[src/rtl/rgbhsl_pkg.sv]
`timescale 1ns / 1ps

package rgbhsl_pkg;

    // divider geometry: numerator, divisor and quotient widths
    localparam int NUM_W = 18;
    localparam int DEN_W = 10;
    localparam int QUO_W = 9;
    localparam int LANES = 2;

    // lane assignment inside the divider
    localparam int LANE_HUE   = 0;
    localparam int LANE_SAT   = 1;

    // lightness: floor(N / 510) as (N * 32897) >> 24, exact for N up to 51255
    localparam logic [15:0] LIGHT_RCP   = 16'd32897;
    localparam int          LIGHT_SHIFT = 24;

    typedef struct packed {
        logic [NUM_W-1:0] num;
        logic [DEN_W-1:0] den;
    } t_div_lane;

endpackage

[src/rtl/rgbhsl_div.sv]
`timescale 1ns / 1ps

// Pipelined restoring divider, one quotient bit per stage, several lanes
// side by side. The quotient must be below 2**QUO_W, so the top numerator
// bits already sit below the divisor and seed the partial remainder.
module rgbhsl_div (
    input  logic                        i_clk,
    input  logic                        i_rst_n,
    input  logic                        i_en,
    input  logic                        i_valid,
    input  rgbhsl_pkg::t_div_lane       i_lanes [rgbhsl_pkg::LANES],
    output logic                        o_valid,
    output logic [rgbhsl_pkg::QUO_W-1:0] o_quo  [rgbhsl_pkg::LANES]
);
    import rgbhsl_pkg::*;

    logic [DEN_W-1:0] r_rem [QUO_W][LANES];
    logic [QUO_W-1:0] r_low [QUO_W][LANES];
    logic [QUO_W-1:0] r_quo [QUO_W][LANES];
    logic [DEN_W-1:0] r_den [QUO_W][LANES];
    logic             r_vld [QUO_W];

    logic [DEN_W-1:0] n_rem [QUO_W][LANES];
    logic [QUO_W-1:0] n_low [QUO_W][LANES];
    logic [QUO_W-1:0] n_quo [QUO_W][LANES];
    logic [DEN_W-1:0] n_den [QUO_W][LANES];

    // one compare-subtract step per stage
    always_comb begin
        logic [DEN_W-1:0] s_rem;
        logic [QUO_W-1:0] s_low;
        logic [QUO_W-1:0] s_quo;
        logic [DEN_W-1:0] s_den;
        logic [DEN_W:0]   t;
        for (int s = 0; s < QUO_W; s++) begin
            for (int l = 0; l < LANES; l++) begin
                if (s == 0) begin
                    s_rem = DEN_W'(i_lanes[l].num[NUM_W-1:QUO_W]);
                    s_low = i_lanes[l].num[QUO_W-1:0];
                    s_quo = '0;
                    s_den = i_lanes[l].den;
                end else begin
                    s_rem = r_rem[s-1][l];
                    s_low = r_low[s-1][l];
                    s_quo = r_quo[s-1][l];
                    s_den = r_den[s-1][l];
                end
                t = {s_rem, s_low[QUO_W-1]};
                if (t >= {1'b0, s_den}) begin
                    n_rem[s][l] = DEN_W'(t - {1'b0, s_den});
                    n_quo[s][l] = {s_quo[QUO_W-2:0], 1'b1};
                end else begin
                    n_rem[s][l] = t[DEN_W-1:0];
                    n_quo[s][l] = {s_quo[QUO_W-2:0], 1'b0};
                end
                n_low[s][l] = {s_low[QUO_W-2:0], 1'b0};
                n_den[s][l] = s_den;
            end
        end
    end

    // payload stages
    always_ff @(posedge i_clk) begin
        if (i_en) begin
            r_rem <= n_rem;
            r_low <= n_low;
            r_quo <= n_quo;
            r_den <= n_den;
        end
    end

    // valid bits ride along
    always_ff @(posedge i_clk) begin
        if (!i_rst_n) begin
            for (int s = 0; s < QUO_W; s++) r_vld[s] <= 1'b0;
        end else if (i_en) begin
            r_vld[0] <= i_valid;
            for (int s = 1; s < QUO_W; s++) r_vld[s] <= r_vld[s-1];
        end
    end

    assign o_valid = r_vld[QUO_W-1];
    always_comb begin
        for (int l = 0; l < LANES; l++) o_quo[l] = r_quo[QUO_W-1][l];
    end

endmodule

[src/rtl/rgb_to_hsl_converter.sv]
`timescale 1ns / 1ps

// RGB to HSL converter.
// Input channel: i_valid with i_red, i_green, i_blue (8 bits each); a beat
// is taken on a rising edge with i_valid high and o_stall low.
// Output channel: o_valid with o_hue_deg (0..360 degrees), o_sat_pct and
// o_light_pct (0..100 percent), all rounded half up; a beat leaves on an
// edge with o_valid high and i_stall low.
// Stages in order: an input register, a max/min stage, a numerator
// stage and nine stages of the restoring divider, whose last stage is the
// output register. One pixel enters every clock while o_stall is low.
// Throughput: one beat per cycle as long as the receiver does not stall.
// When the receiver stalls while a result is shown, the whole pipeline
// freezes and o_stall rises in the same cycle; nothing is lost or repeated.
// Greys give hue and saturation zero; hue may round up to 360.
// Reset (synchronous, active low) clears all valid bits; no results show
// until new beats arrive.
module rgb_to_hsl_converter (
    input  logic       i_clk,
    input  logic       i_rst_n,
    input  logic       i_valid,
    output logic       o_stall,
    input  logic [7:0] i_red,
    input  logic [7:0] i_green,
    input  logic [7:0] i_blue,
    output logic       o_valid,
    input  logic       i_stall,
    output logic [8:0] o_hue_deg,
    output logic [6:0] o_sat_pct,
    output logic [6:0] o_light_pct
);
    import rgbhsl_pkg::*;

    logic en;

    // stage A: input capture
    logic       r_a_vld;
    logic [7:0] r_a_r, r_a_g, r_a_b;

    // stage B: extremes
    logic       r_b_vld;
    logic [7:0] r_b_r, r_b_g, r_b_b, r_b_d;
    logic [8:0] r_b_sum;
    logic       r_b_red_max, r_b_grn_max;

    // stage C: divider operands
    logic      r_c_vld;
    t_div_lane r_c_lanes [LANES];
    t_div_lane n_c_lanes [LANES];
    logic [15:0] r_c_lnum, n_c_lnum;

    // lightness travels beside the divider
    logic [31:0] light_prod;
    logic [6:0]  r_l [QUO_W];

    logic [7:0] n_mx, n_mn;
    logic [QUO_W-1:0] quo [LANES];

    assign en      = !(o_valid && i_stall);
    assign o_stall = !en;

    always_ff @(posedge i_clk) begin
        if (!i_rst_n) begin
            r_a_vld <= 1'b0;
            r_b_vld <= 1'b0;
            r_c_vld <= 1'b0;
        end else if (en) begin
            r_a_vld <= i_valid;
            r_b_vld <= r_a_vld;
            r_c_vld <= r_b_vld;
        end
    end

    // max/min with red winning ties, then green
    always_comb begin
        n_mx = r_a_r;
        n_mn = r_a_r;
        if (r_a_g > n_mx) n_mx = r_a_g;
        if (r_a_b > n_mx) n_mx = r_a_b;
        if (r_a_g < n_mn) n_mn = r_a_g;
        if (r_a_b < n_mn) n_mn = r_a_b;
    end

    always_ff @(posedge i_clk) begin
        if (en) begin
            r_a_r       <= i_red;
            r_a_g       <= i_green;
            r_a_b       <= i_blue;
            r_b_r       <= r_a_r;
            r_b_g       <= r_a_g;
            r_b_b       <= r_a_b;
            r_b_d       <= n_mx - n_mn;
            r_b_sum     <= {1'b0, n_mx} + {1'b0, n_mn};
            r_b_red_max <= (n_mx == r_a_r);
            r_b_grn_max <= (n_mx == r_a_g);
            r_c_lanes   <= n_c_lanes;
            r_c_lnum    <= n_c_lnum;
        end
    end

    // numerators and divisors, each rounded as (2N + D) / (2D)
    always_comb begin
        logic [NUM_W-1:0] d_x, r_x, g_x, b_x, hnum;
        logic [8:0]       den;
        d_x = NUM_W'(r_b_d);
        r_x = NUM_W'(r_b_r);
        g_x = NUM_W'(r_b_g);
        b_x = NUM_W'(r_b_b);
        if (r_b_red_max) begin
            if (r_b_g >= r_b_b) hnum = NUM_W'(60) * (g_x - b_x);
            else hnum = NUM_W'(360) * d_x - NUM_W'(60) * (b_x - g_x);
        end else if (r_b_grn_max) begin
            hnum = NUM_W'(120) * d_x + NUM_W'(60) * b_x - NUM_W'(60) * r_x;
        end else begin
            hnum = NUM_W'(240) * d_x + NUM_W'(60) * r_x - NUM_W'(60) * g_x;
        end
        den = (r_b_sum > 9'd255) ? (9'd510 - r_b_sum) : r_b_sum;
        if (r_b_d == 8'd0) begin
            n_c_lanes[LANE_HUE].num = '0;
            n_c_lanes[LANE_HUE].den = DEN_W'(1);
            n_c_lanes[LANE_SAT].num = '0;
            n_c_lanes[LANE_SAT].den = DEN_W'(1);
        end else begin
            n_c_lanes[LANE_HUE].num = {hnum[NUM_W-2:0], 1'b0} + d_x;
            n_c_lanes[LANE_HUE].den = {1'b0, r_b_d, 1'b0};
            n_c_lanes[LANE_SAT].num = NUM_W'(200) * d_x + NUM_W'(den);
            n_c_lanes[LANE_SAT].den = {den, 1'b0};
        end
        // lightness numerator: 100 * sum + 255, later divided by 510
        n_c_lnum = {7'b0, r_b_sum} * 16'd100 + 16'd255;
    end

    // lightness quotient by reciprocal, then delayed to match the divider
    assign light_prod = {16'b0, r_c_lnum} * {16'b0, LIGHT_RCP};

    always_ff @(posedge i_clk) begin
        if (en) begin
            r_l[0] <= light_prod[LIGHT_SHIFT +: 7];
            for (int s = 1; s < QUO_W; s++) r_l[s] <= r_l[s-1];
        end
    end

    rgbhsl_div u_div (
        .i_clk   (i_clk),
        .i_rst_n (i_rst_n),
        .i_en    (en),
        .i_valid (r_c_vld),
        .i_lanes (r_c_lanes),
        .o_valid (o_valid),
        .o_quo   (quo)
    );

    assign o_hue_deg   = quo[LANE_HUE];
    assign o_sat_pct   = quo[LANE_SAT][6:0];
    assign o_light_pct = r_l[QUO_W-1];

endmodule

[config.mk]
export PLATFORM = sky130hd
export DESIGN_NAME = rgb_to_hsl_converter
export DESIGN_NICKNAME = d
export VERILOG_FILES = /design/src/rtl/rgbhsl_pkg.sv /design/src/rtl/rgbhsl_div.sv /design/src/rtl/rgb_to_hsl_converter.sv
export SDC_FILE = /design/constraint.sdc
export NUM_CORES = 2
export LEC_CHECK = 0
export ABC_AREA = 0
export BUFFER_PORTS_ARGS = -buffer_cell sky130_fd_sc_hd__buf_2
export CAP_MARGIN = 10
export CORE_UTILIZATION = 37
export DETAILED_ROUTE_END_ITERATION = 8
export SLEW_MARGIN = 40
export SYNTH_ARGS = -nofsm -noshare
export SYNTH_HDL_FRONTEND = slang
export SYNTH_SLANG_ARGS = --single-unit
[constraint.sdc]
create_clock -name i_clk -period 42.3 [get_ports i_clk]
set_input_delay 4.23 -clock i_clk [delete_from_list [all_inputs] [get_ports i_clk]]
set_output_delay 4.23 -clock i_clk [all_outputs]
set_load 0.05 [all_outputs]
==> impl_metrics.json <==
{
  "dieArea_um2": 113000,
  "gp_congestion": 0.854,
  "cts_buffers": 72,
  "syn_avg_cell_area_um2": 11.4,
  "setup_violations": 0,
  "status": "complete, no violations",
  "fin_crit_ns": 9.46,
  "gr-total-overflow": 0,
  "layout-drive-gt1-share": 0.0804,
  "dieHeight_um": 336,
  "cts_setup_buffers": 0,
  "worst-setup-path-type": "input pin to output port",
  "yosysUniqueCellTypes": 81,
  "die_w_um": 336,
  "finalHoldViolations": 0,
  "fillers": 10500,
  "finalMaxSlewViolations": 0,
  "start_kind": "input pin",
  "skew_ns": 0.0311,
  "cts.repair.resized": 0,
  "postRouteAntennaNets": 0,
  "crit_slowest_cell": "nand2_4",
  "via_count": 25300,
  "initial_core_util": 0.373,
  "final_common_cell": "edfxtp_1",
  "grt_pass1_wl_mm": 124,
  "synth_seq_cells": 600,
  "relSlewSlack": 0.428,
  "synth_ff_type": "edfxtp_1",
  "dpl.hpwl_mm": 57.7,
  "clockBufferDepth": 3,
  "area_growth_pct": 10.5,
  "cap_violations": 0,
  "firstDrtPassIters": 5,
  "holdCritStartpoint": "r_c_lanes[42]$_SDFFCE_PP0N_",
  "cp-end-kind": "output port",
  "final_cell_mix": "edfxtp_1 (597), inv_1 (531), ha_1 (516)",
  "cp.arrival_ns": 5.23,
  "setup_tns_ns": 0,
  "drt_iter0_drc": 1123,
  "clk_latency_ns": 0.64,
  "worstMarginPinSlew_ns": 0.837,
  "clkSinkCount": 600,
  "post-route-period-util": 0.224,
  "async_flop_share": 0,
  "cts-root-buf": "clkbuf_16",
  "ios": 53,
  "setup_ws_ns": 32.84,
  "drc": 0,
  "ys_seq_area_frac": 0.437,
  "postCtsHoldBufs": 0,
  "path_max_fanout": 50,
  "core_um2": 111000,
  "rsz0062_at_grt": "no",
  "hp-class": "flip-flop to flip-flop",
  "critPathMostFrequentCell": "buf_2",
  "cts_tree": "yes",
  "clk_pin_slew_worst_paths_ns": 0.06,
  "routed_wl_mm": 74.3,
  "synth-edff-count": 597,
  "syn_area_um2": 41200,
  "cp.required_ns": 38.07,
  "rows": 122,
  "regToRegStartpoint": "r_b_g[1]$_DFFE_PN_",
  "track_usage": 0.134,
  "startpoint": "i_stall",
  "synthCells": 3628,
  "path_cells": "buf_2 > nand2_4 > inv_1 > buf_2",
  "syn_nets": 4312,
  "worst_path_largest_cell_delay_ns": 0.43,
  "antenna_found_initial": 0,
  "grt_pass1_vias": 25800,
  "final_nets": 4397,
  "cts_max_level": 3,
  "place_ws_ns": 32.79,
  "grt_max_degree": 87,
  "diodes": 0,
  "whs_ns": 0.398,
  "via_per_inst": 4.82,
  "fmax_mhz": 106,
  "port_buffers": 52,
  "wl_per_cell_um": 14.1,
  "ys_warn_count": 0
}
## final timing paths
path / slack, ns / to / depth (start not counted)
min: 0.40 / u_div.n_low[141]$_DFFE_PN_ / 0
min reg2reg: 0.40 / u_div.n_low[141]$_DFFE_PN_ / 0
max reg2reg: 35.17 / r_c_lanes[54]$_SDFFCE_PP0N_ / 27
max: 32.84 / o_stall / 4
## layout make-up
type,count,area (µm²),area share
Multi-Input combinational cell,2444,21000,0.462
Sequential cell,600,18000,0.395
Inverter,531,1990,0.0438
Clock buffer,87,1870,0.0410
Tap cell,1488,1860,0.0409
Clock inverter,42,445,0.00978
Timing Repair Buffer,64,369,0.00810
## per-stage QoR
stage	utilization	cells	cell area (µm²)
after detailed placement	0.391	5127	43200
after global placement	0.391	5127	43200
after floorplan	-	3628	41200
final	0.412	5256	45500
after global routing	0.412	5256	45500
after CTS	0.412	5256	45500
## state kept, by name, summed over array words and instances (netlist names), 8 cells and up
register / cells
r_b_b: 8
u_div.o_quo: 16
r_b_d: 8
r_b_g: 8
u_div.n_low: 31
r_a_b: 8
r_c_lanes: 46
r_a_r: 8
r_b_sum: 8
r_l: 63
u_div.r_quo: 57
u_div.r_vld: 9
u_div.n_den: 125
u_div.r_low: 10
r_b_r: 8
r_a_g: 8
u_div.r_rem: 160
r_c_lnum: 14
## logic make-up after synthesis
kind of cell    Yosys count  synth area share
compound gates          687             0.106
xor+xnor                261            0.0555
fa+ha+maj               657             0.225
buf+inv                 584            0.0545
flops                   600             0.437
mux                     150            0.0394
simple gates            689            0.0826
## Yosys cell counts (17+ instances only)
cell type	instances	area, µm²
nand2b_1	42	263
o21bai_1	29	218
nand3_1	28	140
o21ai_0	167	836
nand2_1	173	649
a21boi_0	40	300
xnor2_1	153	1340
fa_1	140	2800
a21oi_1	190	951
mux2_2	98	1100
ha_1	516	6460
o31ai_1	17	128
nand4_1	45	282
nor2_1	200	751
xor2_1	108	946
a221oi_1	17	149
clkbuf_1	35	131
edfxtp_1	597	17900
mux2i_1	52	521
inv_1	531	1990
o21a_1	24	180
nor2b_1	79	494
a21o_1	87	653
nor3_1	40	200
## layer usage
metal / global-route usage / wire length [µm]
met1: 0.160 / 32700
met4: 0.0411 / 1880
met2: 0.245 / 37500
met5: 0 / 0
met3: 0.0197 / 2210
## critical path: cells and delay by family
| family | cells | cell delay (ns) |
|---|---|---|
| buffers and inverters | 3 | 0.57 |
| and+or+nand+nor | 1 | 0.43 |
Power is left out: the tool's default activity adds up to more than one toggle a clock period on the data nets, which glitch-free logic cannot reach.
